**src/sv/bbi_pkg.sv**
```systemverilog
// Shared types and constants of the 3x3 interleaved box blur.
// No dependencies; imported by every other file of the block.
package bbi_pkg;

  localparam int PIX_W   = 8;
  localparam int COORD_W = 12;
  localparam int CFG_W   = 13;
  localparam int SUM_W   = 12;
  localparam int REG_IDX_W = 1;

  localparam logic [REG_IDX_W-1:0] REG_LINE_BYTES = 1'b0;
  localparam logic [REG_IDX_W-1:0] REG_ROW_COUNT  = 1'b1;

  localparam logic [CFG_W-1:0] LINE_BYTES_RST = 13'd1920;
  localparam logic [CFG_W-1:0] ROW_COUNT_RST  = 13'd480;
  localparam logic [CFG_W-1:0] MAX_ROWS       = 13'd4096;

  // sum / 9 == (sum * 7282) >> 16 for every sum of nine bytes
  localparam int RECIP_W = 13;
  localparam logic [RECIP_W-1:0] RECIP_9 = 13'd7282;
  localparam int RECIP_SHIFT = 16;
  localparam int PROD_W = SUM_W + RECIP_W;

  localparam int FIFO_DEPTH = 8;
  localparam int FIFO_AW    = 3;

  typedef struct packed {
    logic               last;
    logic [COORD_W-1:0] row;
    logic [COORD_W-1:0] column;
  } meta_t;

  typedef struct packed {
    logic [PIX_W-1:0]   mean;
    logic               last;
    logic [COORD_W-1:0] row;
    logic [COORD_W-1:0] column;
  } result_t;

endpackage

```
**src/sv/bbi_out_fifo.sv**
```systemverilog
// Result queue in front of the output channel; space is reserved upstream.
// Depends on bbi_pkg.
module bbi_out_fifo import bbi_pkg::*; (
  input  logic    clk,
  input  logic    rst,
  input  logic    push,
  input  result_t push_data,
  input  logic    pop,
  output logic    not_empty,
  output result_t head
);

  result_t            slots [FIFO_DEPTH];
  logic [FIFO_AW-1:0] wr_ptr;
  logic [FIFO_AW-1:0] rd_ptr;
  logic [FIFO_AW:0]   count;

  assign not_empty = (count != '0);
  assign head      = slots[rd_ptr];

  always_ff @(posedge clk) begin
    if (push) begin
      slots[wr_ptr] <= push_data;
    end
    if (rst) begin
      wr_ptr <= '0;
      rd_ptr <= '0;
      count  <= '0;
    end else begin
      if (push) begin
        wr_ptr <= wr_ptr + 1'b1;
      end
      if (pop) begin
        rd_ptr <= rd_ptr + 1'b1;
      end
      count <= count + (FIFO_AW+1)'(push) - (FIFO_AW+1)'(pop);
    end
  end

endmodule

```
**config.mk**
```make
export PLATFORM = sky130hd
export DESIGN_NAME = bbi_out_fifo
export DESIGN_NICKNAME = d
export VERILOG_FILES = /design/src/sv/bbi_pkg.sv /design/src/sv/bbi_out_fifo.sv
export SDC_FILE = /design/constraint.sdc
export NUM_CORES = 1
export LEC_CHECK = 0
export BUFFER_PORTS_ARGS = -buffer_cell sky130_fd_sc_hd__buf_4
export CORE_UTILIZATION = 60
export DETAILED_ROUTE_END_ITERATION = 10
export MAX_ROUTING_LAYER = met4
export PLACE_DENSITY = 0.79
export SETUP_SLACK_MARGIN = 0.1
export SLEW_MARGIN = 40
export SYNTH_ARGS = -nofsm -noshare
export SYNTH_HDL_FRONTEND = slang
export SYNTH_SLANG_ARGS = --single-unit
```
**constraint.sdc**
```tcl
create_clock -name clk -period 9.3 [get_ports clk]
set_input_delay 1.86 -clock clk [delete_from_list [all_inputs] [get_ports clk]]
set_output_delay 1.86 -clock clk [all_outputs]
set_load 0.01 [all_outputs]
```
==> reports/metrics.yaml <==
critical_path:
  critPathKind: "flip-flop to output pin"
  crit_arrival_ps: 2820
  slowest_stage: "mux4_1"
  end_kind: "output pin"
  cp_max_fo: 44
  cp.required_ps: 7440
  cp-start-kind: "flip-flop"
  slowest_delay_ps: 640
  cp_cell_sequence: "buf_6, mux4_1, mux2_2, buf_4"
cts:
  cts_made_buffers: 27
  cts_max_path_buffers: 3
  clk_latency_ps: 530
  cts_max_level: 1
  cts_tree: "built"
  clock-sinks: 277
  holdBufCountCts: 0
  post_cts.repair.setup_buffers: 0
  root_buffer: "clkbuf_16"
  clk_pin_slew_ps: 70
  cts.repair.resized: 0
sta:
  tns_ps: 0
  fmaxAchievable_mhz: 214
  worst_pin_slew_ps: 694
  relSlewSlack: 0.536
  hold_violations: 0
  hold_ws_ps: 561
  final.min_clock_period_ps: 4680
  finalCritPeriodShare: 0.503
  setup_viol: 0
  setup_ws_ps: 4620
  rsz0062_at_grt: "false"
  final.setup_skew_ps: 10.2
  slew_violations: 0
placement:
  numPortBuffers: 70
  gp_congestion: 0.739
  place_ws_ps: 5110
  dp_hpwl_mm: 10.3
finish:
  num_antenna_cells: 0
  fin_nets: 585
  drive_gt1_frac: 0.399
  syn_to_final_growth_pct: 16.2
  utilization: 0.710
die:
  rows: 48
  io_pins: 71
  initial_core_util: 0.612
  die_x_um: 135
  coreArea_um2: 17200
  die_area_um2: 18100
  die_height_um: 135
global_routing:
  grt_pass1_wl_mm: 28.8
  track_usage: 0.227
  first_global_vias: 4960
  antenna_found_initial: 0
  grt_max_degree: 45
  grt_overflow: 0
outcome:
  outcome: "finished clean"
synthesis:
  syn_inst: 449
  synth_fp_nets: 494
  yosys_warnings: 0
  synth.ff_latch_count: 277
  synth.avg_cell_area_um2: 23.5
  ys_seq_area_frac: 0.777
  syn_area_um2: 10500
  synth_cell_types: 25
route:
  drt_first_pass_iters: 4
  drt.antenna.violating_nets: 0
  vias_per_cell: 6.02
  drt_iter0_drc: 345
  drc: 0
  wire_per_inst_um: 24.1
  drt_wl_total_mm: 18.9
  vias: 4719
pwr:
  cellPowerDensity_nw_per_um2: 222
  p_leak_nw: 3.98
  vdd_drop_max_mv: 0.151
hold_path:
  holdCritPathClass: "flip-flop to flip-flop"
flow_run:
  drv_cap: 0
-- report_power, final --
part / leakage [nW] / internal (mW) / switching, mW
combinational: 1.05 / 0.131 / 0.116
sequential: 2.51 / 1.40 / 0.0250
clock: 0.421 / 0.612 / 0.431
-- per-stage QoR --
step | power, mW | std cells | instance area, µm²
floorplan | 1.60 | 449 | 10500
global placement | 1.69 | 735 | 11400
detailed placement | 1.70 | 736 | 11400
CTS | 2.74 | 784 | 12200
global route | 2.81 | 784 | 12200
finish | 2.72 | 784 | 12200
-- cells in the mapped netlist, drive strengths merged --
| master | n | area share |
|---|---|---|
| fa | 1 | 0.0019 |
| nand3 | 2 | 0.00095 |
| clkbuf | 7 | 0.0026 |
| dlygate4sd1 | 1 | 0.00083 |
| ha | 7 | 0.0083 |
| xor2 | 3 | 0.0025 |
| nor3 | 2 | 0.00095 |
| xnor2 | 2 | 0.0017 |
| buf | 11 | 0.0085 |
| nor2 | 16 | 0.0057 |
| edfxtp | 264 | 0.75 |
| dfxtp | 13 | 0.025 |
| a31o | 1 | 0.00083 |
| a21oi | 2 | 0.00095 |
| mux2 | 33 | 0.035 |
| nand2b | 4 | 0.0024 |
| nor2b | 1 | 0.00059 |
| nand2 | 4 | 0.0014 |
| mux4 | 66 | 0.14 |
| mux2i | 2 | 0.0019 |
| inv | 7 | 0.0025 |
-- worst max-delay path: cells and delay by family, from the launching register on --
family	cells	cell delay, ps
flip-flops	1	630
buffers and inverters	2	700
multiplexers	2	920
-- logic make-up (layout without fill, tap and decap cells) --
family                   after synthesis  after routing  share of synthesized area
flip-flops                           277            277                      0.777
multiplexers                         101            101                      0.181
AND/OR/NAND/NOR                       29             29                     0.0120
buffers and inverters                 26            136                     0.0145
adder cells (fa/ha/maj)                8              8                     0.0102
XOR/XNOR                               5              5                    0.00416
AO/OA/AOI/OAI                          3              3                    0.00178
-- flip-flops by register name (all words and copies together) (netlist names), named ones only --
| signal | count |
|---|---|
| wr_ptr | 3 |
| slots | 264 |
| rd_ptr | 3 |
| count | 4 |
-- final timing paths --
kind | slack (ps) | startpoint | depth (start not counted) | end
max | 4620 | flip-flop | 4 | head[0]
min | 560 | wr_ptr[2] | 2 | wr_ptr[2]
max reg2reg | 7210 | wr_ptr[2] | 3 | slots[4][15]
min reg2reg | 560 | wr_ptr[2] | 2 | wr_ptr[2]
-- cells in the final DEF, fill, tap and decap left out, drive strengths merged --
cell type  instances
clkbuf            30
fa                 1
nor2              16
inv                7
edfxtp           264
nand2b             4
nor2b              1
mux2i              2
mux4              66
ha                 7
nand3              2
a31o               1
clkinv            15
mux2              33
a21oi              2
buf               81
bufinv             3
dfxtp             13
xor2               3
nand2              4
xnor2              2
nor3               2
-- layer usage --
metal,routed length (µm),global-route usage,vias to the layer above
met5,0,-,-
met4,286,0.0680,0
met3,1130,0.0443,23
met2,9850,0.371,138
met1,7620,0.293,2505
li1,-,-,2053
-- final cells by class --
cell class                      instances  area [µm²]
Clock inverter                         18         164
Clock buffer                           30         687
Timing Repair Buffer                   81         624
Tap cell                              225         282
Fill cell                             984        4990
Multi-Input combinational cell        146        2260
Inverter                                7        26.3
Sequential cell                       277        8200
(Power assumes the default switching activity.)
