File: src/sv/bbi_pkg.sv
// Shared types and constants of the 3x3 interleaved box blur.
// No dependencies; imported by every other file of the block.
package bbi_pkg;

  localparam int PIX_W   = 8;
  localparam int COORD_W = 12;
  localparam int CFG_W   = 13;
  localparam int SUM_W   = 12;
  localparam int REG_IDX_W = 1;

  localparam logic [REG_IDX_W-1:0] REG_LINE_BYTES = 1'b0;
  localparam logic [REG_IDX_W-1:0] REG_ROW_COUNT  = 1'b1;

  localparam logic [CFG_W-1:0] LINE_BYTES_RST = 13'd1920;
  localparam logic [CFG_W-1:0] ROW_COUNT_RST  = 13'd480;
  localparam logic [CFG_W-1:0] MAX_ROWS       = 13'd4096;

  // sum / 9 == (sum * 7282) >> 16 for every sum of nine bytes
  localparam int RECIP_W = 13;
  localparam logic [RECIP_W-1:0] RECIP_9 = 13'd7282;
  localparam int RECIP_SHIFT = 16;
  localparam int PROD_W = SUM_W + RECIP_W;

  localparam int FIFO_DEPTH = 8;
  localparam int FIFO_AW    = 3;

  typedef struct packed {
    logic               last;
    logic [COORD_W-1:0] row;
    logic [COORD_W-1:0] column;
  } meta_t;

  typedef struct packed {
    logic [PIX_W-1:0]   mean;
    logic               last;
    logic [COORD_W-1:0] row;
    logic [COORD_W-1:0] column;
  } result_t;

endpackage

File: src/sv/bbi_window.sv
// 3-row window taps, nine-byte sum and divide by nine by reciprocal.
// Depends on bbi_pkg. The sum is registered after the taps.
module bbi_window import bbi_pkg::*; #(
  parameter int STRIDE = 3
) (
  input  logic             clk,
  input  logic             rst,
  input  logic             tap_valid,
  input  logic [PIX_W-1:0] tap_up,
  input  logic [PIX_W-1:0] tap_mid,
  input  logic [PIX_W-1:0] tap_px,
  input  logic             emit1,
  input  meta_t            meta1,
  output logic             res_valid,
  output result_t          res
);

  localparam int WIN = 2 * STRIDE + 1;

  logic [PIX_W-1:0] taps [3][WIN];

  logic             v2;
  meta_t            meta2;
  logic             v3;
  meta_t            meta3;
  logic [SUM_W-1:0] sum3;
  logic [SUM_W-1:0] sum_next;
  logic [PROD_W-1:0] prod;

  always_comb begin
    sum_next = '0;
    for (int k = 0; k < 3; k++) begin
      sum_next = sum_next + SUM_W'(taps[k][0]) + SUM_W'(taps[k][STRIDE])
               + SUM_W'(taps[k][2*STRIDE]);
    end
  end

  always_ff @(posedge clk) begin
    if (rst) begin
      for (int k = 0; k < 3; k++) begin
        for (int j = 0; j < WIN; j++) begin
          taps[k][j] <= '0;
        end
      end
    end else if (tap_valid) begin
      for (int k = 0; k < 3; k++) begin
        for (int j = 0; j < WIN - 1; j++) begin
          taps[k][j] <= taps[k][j+1];
        end
      end
      taps[0][WIN-1] <= tap_up;
      taps[1][WIN-1] <= tap_mid;
      taps[2][WIN-1] <= tap_px;
    end
  end

  always_ff @(posedge clk) begin
    meta2 <= meta1;
    meta3 <= meta2;
    sum3  <= sum_next;
    if (rst) begin
      v2 <= 1'b0;
      v3 <= 1'b0;
    end else begin
      v2 <= tap_valid && emit1;
      v3 <= v2;
    end
  end

  assign prod       = PROD_W'(sum3) * PROD_W'(RECIP_9);
  assign res_valid  = v3;
  assign res.mean   = prod[RECIP_SHIFT +: PIX_W];
  assign res.last   = meta3.last;
  assign res.row    = meta3.row;
  assign res.column = meta3.column;

endmodule

File: config.mk
export PLATFORM = sky130hd
export DESIGN_NAME = bbi_window
export DESIGN_NICKNAME = d
export VERILOG_FILES = /design/src/sv/bbi_pkg.sv /design/src/sv/bbi_window.sv
export SDC_FILE = /design/constraint.sdc
export NUM_CORES = 1
export LEC_CHECK = 0
export BUFFER_PORTS_ARGS = -buffer_cell sky130_fd_sc_hd__buf_4
export CAP_MARGIN = 20
export CORE_UTILIZATION = 34
export CTS_BUF_LIST = sky130_fd_sc_hd__clkbuf_8 sky130_fd_sc_hd__clkbuf_16
export CTS_CLUSTER_SIZE = 28
export DETAILED_ROUTE_END_ITERATION = 10
export PLACE_DENSITY = 0.49
export SLEW_MARGIN = 20
export SYNTH_ARGS = -nofsm -noshare
export SYNTH_HDL_FRONTEND = slang
export SYNTH_SLANG_ARGS = --single-unit
File: constraint.sdc
create_clock -name clk -period 7 [get_ports clk]
set_input_delay 0.7 -clock clk [delete_from_list [all_inputs] [get_ports clk]]
set_output_delay 0.7 -clock clk [all_outputs]
set_load 0.03 [all_outputs]
==> key figures, run 1 <==
Cells and area
  • Share of cells above drive strength 1: around 15%
  • Cell area after layout: 13300 um2
  • Inserted Diodes: 0
  • Filler instances: 3191
  • Nets: 1136
  • Final Util: 40.6%
  • Area delta synth->final: 16.6%

STA
  • Relative slew slack: 34.2%
  • Tmin final: about 6300 ps
  • RSZ-0062 raised after global routing: false
  • Final setup viols: 0
  • Fin worst setup slack: 729 ps
  • Setup tns final: 0 ps
  • Max-slew violations: 0
  • Period utilization: 89.6%
  • Max Clock Freq: 0.159 GHz
  • Setup skew after layout: 11.0 ps
  • Worst Tran Pin Value: 987 ps
  • Final Hold Viols: 0

Synth
  • Synth Flop Type: edfxtp_1
  • Sequential fraction of the synthesis area: between 50% and 60%
  • Number of synthesized flops with an enable pin: 168
  • Avg Synthesized Cell Area: 13.7 um2
  • Yosys warning count: 0
  • Syn_nets: 1048
  • Fraction of registers with async set/reset: 0%
  • Yosys top cell by area: edfxtp_1
  • Top cell type's share of synthesized area: 44.3%
  • Distinct cell type count after synthesis: 39
  • Top post-synthesis cells by area: edfxtp_1 44%, fa_1 15%, dfxtp_1 11%
  • #FFs+latches synth: 232
  • Synth Instances: 833
  • Synth Cell Area: between 10000 and 15000 um2

Routing
  • Antenna-violating nets left: 0
  • Post-Route WL: 18300 um
  • Detailed-route DRC error count: 0
  • Detailed Routing Iterations Pass 1: 4
  • Routed WL per cell: roughly 13 um
  • Via density: 4.14
  • Vias: 5707
  • DRT iter0 DRCs: 252

Global route
  • Grt total ovfl: 0
  • First-pass GRT wire length: 30200 um
  • Vias in the first global route: about 5900
  • Pin count of the biggest net entering global routing: 111
  • Initial antenna violation count: 0
  • GRT Overall Usage: between 10% and 20%

Place
  • Gpl congestion: 0.761
  • DPL Wire Length: 13000 um
  • Dpl ws: roughly 1200 ps
  • Post-Place Cell Area: between 10000 and 15000 um2
  • Port buffer count: 86

Floorplanning
  • # rows: between 60 and 70
  • I/O pin count: 87
  • Die Ht: 185 um
  • Initial Util: 34.8%
  • Die footprint: ~34000 um2
  • Die W: about 180 um
  • Total core area: 32700 um2

Clock network
  • CTS tree: built
  • CTS clk-pin slew, worst paths: ~60 ps
  • # hold bufs at CTS: 0
  • PostCTS Resize Cnt: 0
  • CTS Buffer Depth: 3
  • Root buffer cell: clkbuf_16
  • Post-CTS setup buffer count: 0
  • H-Tree Depth: 1
  • CTS Sinks: around 230
  • Number of buffers created by CTS: 23
  • Worst-Skew Late Latency: 510 ps

Critical path
  • Startpoint Class: flip-flop
  • Critical path fanouts, max: 5
  • WS Path Type: flip-flop to output port
  • Worst setup EP type: output port
  • R2R depth: 17
  • CP Data Required Time: 6300 ps
  • Critical Path AT: about 5600 ps

Run
  • Max-Cap Viols: 0

Status
  • Status: finished clean

Hold path
  • HP Class: input port to flip-flop
  • Hold path cells: 1
[cells in the mapped netlist, drive strengths merged (7+ instances only)]
| library cell | count |
|---|---|
| a21oi | 12 |
| xnor2 | 14 |
| edfxtp | 168 |
| o21ai | 7 |
| inv | 152 |
| buf | 8 |
| clkbuf | 19 |
| nor2b | 7 |
| ha | 79 |
| fa | 83 |
| and2 | 170 |
| dfxtp | 64 |
[logic make-up (layout without fill, tap and decap cells)]
logic type               after synthesis  in the layout  synth area share (%)
AO/OA/AOI/OAI                         42             42                  2.70
XOR/XNOR                              20             20                  1.54
adder cells (fa/ha/maj)              162            162                  23.3
buffers and inverters                179            284                  6.17
flip-flops                           232            232                  55.6
AND/OR/NAND/NOR                      198            198                  10.7
[worst paths after layout]
path / to / slack (ps) / startpoint
max: res[31] / 730 / sum3[9]$_DFF_P_
max reg2reg: sum3[8]$_DFF_P_ / 2680 / taps[0][2]$_SDFFCE_PN0P_
min: meta2[22]$_DFF_P_ / 280 / meta1[22]
min reg2reg: res[23]$_DFF_P_ / 320 / meta2[23]$_DFF_P_
[sequential cells by signal, indices dropped and copies added, names as in the netlist]
register / count
taps: 168
meta2: 25
res_valid: 1
v2: 1
res: 25
sum3: 12
[worst max-delay path, cell delays in order, from the launching register on]
cell and delay [ps]:
dfxtp_1 430, inv_1 120, fa_1 480, inv_1 40, ha_1 300, inv_1 70, fa_1 530, inv_1 50
fa_1 490, inv_1 50, fa_1 520, inv_1 40, ha_1 340, and4_2 260, a221o_1 350, a311oi_2 380
o21ai_2 120, a21oi_2 160, xnor2_1 130, buf_4 180
[per-stage QoR]
stage / std cells / hold WS, ps
finish: 1380 / 284
CTS: 1379 / 258
floorplan: 833 / 310
detailed placement: 1337 / 312
global route: 1380 / 251
global placement: 1337 / 310
[placed cells by master, fill, tap and decap left out, drive strengths merged, types with 4 or more instances in the layout]
cell type | netlist | routed
a21o | 6 | 6
a21oi | 12 | 12
and2 | 170 | 170
buf | 8 | 90
clkbuf | 19 | 30
clkinv | 0 | 4
dfxtp | 64 | 64
edfxtp | 168 | 168
fa | 83 | 83
ha | 79 | 79
inv | 152 | 160
nand2 | 4 | 4
nor2b | 7 | 7
o21ai | 7 | 7
xnor2 | 14 | 14
xor2 | 6 | 6
[routing by layer]
layer / GRT usage (%) / routed length, um / part of all wire, % / vias to the layer above
li1: - / - / - / 2843
met1: 15.4 / 8740 / 48 / 2746
met2: 18.4 / 8400 / 46 / 91
met3: 2.08 / 794 / 4.3 / 27
met4: 3.31 / 334 / 1.8 / 0
met5: 0 / 0 / 0 / -
[final cells by class]
type | instances | area (um2) | share of cell area [%]
tap | 442 | 553 | 4.17
clock inverter | 12 | 55.1 | 0.415
sequential | 232 | 6330 | 47.7
clock buffer | 30 | 706 | 5.32
inverter | 152 | 571 | 4.30
multi-input combinational | 422 | 4360 | 32.9
timing repair buffer | 90 | 696 | 5.24
Power of run 1 is not shown: default switching activity piles up to over one toggle a cycle in this logic, so the estimate is an artifact.
==> run 2, diff against run 1 <==
Settings changed: CORE_UTILIZATION 34 to 60, PLACE_DENSITY 0.49 to 0.79.
==> run 2 against run 1 <==
Flip-flop and latch count stayed put. Global-route usage is 8.1 points higher. Sequential share of layout area is 1.1 points higher. Cell area is 2.3% lower. Non-clock buffer count is 2 lower. Worst setup slack better by 23 ps. Via count is 1.4% higher. Clock skew is 20 ps higher. Register-to-register slack worse by 210 ps. Clock-buffer cell count is 2 lower. Fmax is 0.38% higher. Die area is 43% lower.
==> key figures, run 2 (synthesis results as in run 1) <==
Status
  • Status: finished clean

Critical path
  • Worst setup EP type: output port
  • Reg2reg start: taps[0][2]$_SDFFCE_PN0P_
  • Crit. Startpoint: sum3[7]$_DFF_P_
  • WS Path Type: flip-flop to output port
  • CP Data Required Time: 6300 ps (about the same)
  • Max stage delay cell, worst path: fa_1
  • Largest stage delay, worst path: 540 ps (about the same)
  • Critical path fanouts, max: 5 (unchanged)
  • Critical path, cell by cell: inv_1, fa_1, inv_1, ha_1, inv_1, fa_1, inv_1, fa_1, inv_1, fa_1, inv_1, ha_1, and4_2, a221o_1, a311oi_2, o21ai_2, a21oi_2, xnor2_1, buf_4
  • Critical Path AT: 5550 ps (-20 ps)
  • CP most frequent cell: inv_1
  • Startpoint Class: flip-flop

Global route
  • Grt total ovfl: 0 (unchanged)
  • Pin count of the biggest net entering global routing: 131 (+18%)
  • Vias in the first global route: 6011 (+2.3%)
  • First-pass GRT wire length: 29500 um (-2.2%)
  • Initial antenna violation count: 0 (unchanged)
  • GRT Overall Usage: 19.4% (+8.1 points)

Place
  • DPL Wire Length: 12700 um (-2.8%)
  • Gpl congestion: 0.835 (+9.7%)
  • Placed cell count: 1128 (-16%)
  • Dpl ws: 1240 ps (+5.56 ps)
  • Port buffer count: 86 (unchanged)

STA
  • Setup tns final: 0 ps (unchanged)
  • WHS: 284 ps (-0.176 ps)
  • Final Hold Viols: 0 (unchanged)
  • Max Clock Freq: 0.160 GHz (+0.38%)
  • Tmin final: 6250 ps (-23.5 ps)
  • Setup skew after layout: 31.0 ps (+20.0 ps)
  • Period utilization: 89.2% (-0.34 points)
  • Worst Tran Pin Value: 1090 ps (+107 ps)
  • Final setup viols: 0 (unchanged)
  • Max-slew violations: 0 (unchanged)
  • Fin worst setup slack: 753 ps (+23.5 ps)
  • RSZ-0062 raised after global routing: false
  • Relative slew slack: 27.1% (-7.1 points)

Run
  • Max-Cap Viols: 0 (unchanged)

Cells and area
  • Multi-input logic area: 4360 um2 (unchanged)
  • Register Area: 6330 um2 (unchanged)
  • Nets: 1133 (-0.26%)
  • Inserted Diodes: 0 (unchanged)
  • Share of cells above drive strength 1: 14.3% (-0.26 points)
  • Commonest non-fill, non-tap cell in the layout: and2_1
  • Filler instances: 1263 (-60%)
  • Most frequent cells in the layout: 170 x and2_1, 168 x edfxtp_1, 158 x inv_1
  • Area delta synth->final: 13.9%
  • Post-Layout Cell Count: 1168 (-15%)
  • Max reg flops: 168 (unchanged)
  • Largest reg by FF count: taps

Routing
  • Detailed-route DRC error count: 0 (unchanged)
  • Detailed Routing Iterations Pass 1: 4 (unchanged)
  • Routed WL per cell: 15.1 um (+14%)
  • DRT iter0 DRCs: 232 (-7.9%)
  • Vias: 5789 (+1.4%)
  • Post-Route WL: 17600 um (-3.5%)
  • Antenna-violating nets left: 0 (unchanged)
  • Via density: 4.96 (+20%)

Clock network
  • Root buffer cell: clkbuf_16
  • CTS tree: built
  • H-Tree Depth: 1 (unchanged)
  • Number of buffers created by CTS: 22 (-4.3%)
  • CTS Sinks: 232 (unchanged)
  • PostCTS Resize Cnt: 0 (unchanged)
  • Worst-Skew Late Latency: 520 ps (about the same)
  • Post-CTS setup buffer count: 0 (unchanged)
  • CTS Buffer Depth: 3 (unchanged)
  • CTS clk-pin slew, worst paths: 60 ps (about the same)
  • # hold bufs at CTS: 0 (unchanged)

Floorplanning
  • Initial Util: 61.0% (+26 points)
  • Die footprint: 19500 um2 (-43%)
  • I/O pin count: 87 (unchanged)
  • Die Ht: 140 um (-24%)
  • Total core area: 18600 um2 (-43%)
  • # rows: 50 (-24%)
  • Die W: 140 um (-24%)

Hold path
  • Hold path start: meta1[6]
  • HP Class: input port to flip-flop
[run 2: changes by cell type in the layout (fill, tap and decap cells not counted)]
cell and delta:
clkinv_2 -1, clkbuf_8 -2, buf_4 -1, buf_16 -1, inv_4 +1, clkinv_8 +1, inv_1 -1
[run 2: layer usage]
| layer | part of all wire (%) | track usage, % | vias to the layer above |
|---|---|---|---|
| met5 | 0 | 0 | - |
| met3 | 3.9 | 2.82 | 25 |
| met4 | 2.2 | 5.61 | 0 |
| met1 | 44 | 25.5 | 2808 |
| li1 | - | - | 2838 |
| met2 | 50 | 33.8 | 118 |
[run 2: final cells by class]
cell class	count	area share [%]
flip-flops and latches	232	48.8
multi-input cells	422	33.7
clock buffers	28	5.23
repair buffers	88	5.10
inverters	152	4.40
well taps	234	2.26
clock inverters	12	0.531
[run 2: critical path: cells and delay by family, from the launching register on]
kind	cells	cell delay (ps)
buffers and inverters	7	540
flip-flops	1	370
adder cells (fa/ha/maj)	6	2740
AO/OA/AOI/OAI	4	970
AND/OR/NAND/NOR	1	260
XOR/XNOR	1	130
[run 2: worst paths after layout]
| check | slack [ps] | end | cells past startpoint |
|---|---|---|---|
| worst min register to register | 320 | res[13]$_DFF_P_ | 0 |
| worst min-delay path | 280 | meta2[6]$_DFF_P_ | 1 |
| worst max-delay path | 750 | res[31] | 19 |
| worst max register to register | 2470 | sum3[10]$_DFF_P_ | 17 |
[run 2: per-stage QoR]
stage	utilization (%)	area, um2
after global routing	69.5	13000
after CTS	69.5	13000
after floorplan	-	11400
after detailed placement	65.5	12200
after global placement	65.5	12200
final	69.5	13000
Power of run 2 is left out for the same reason.
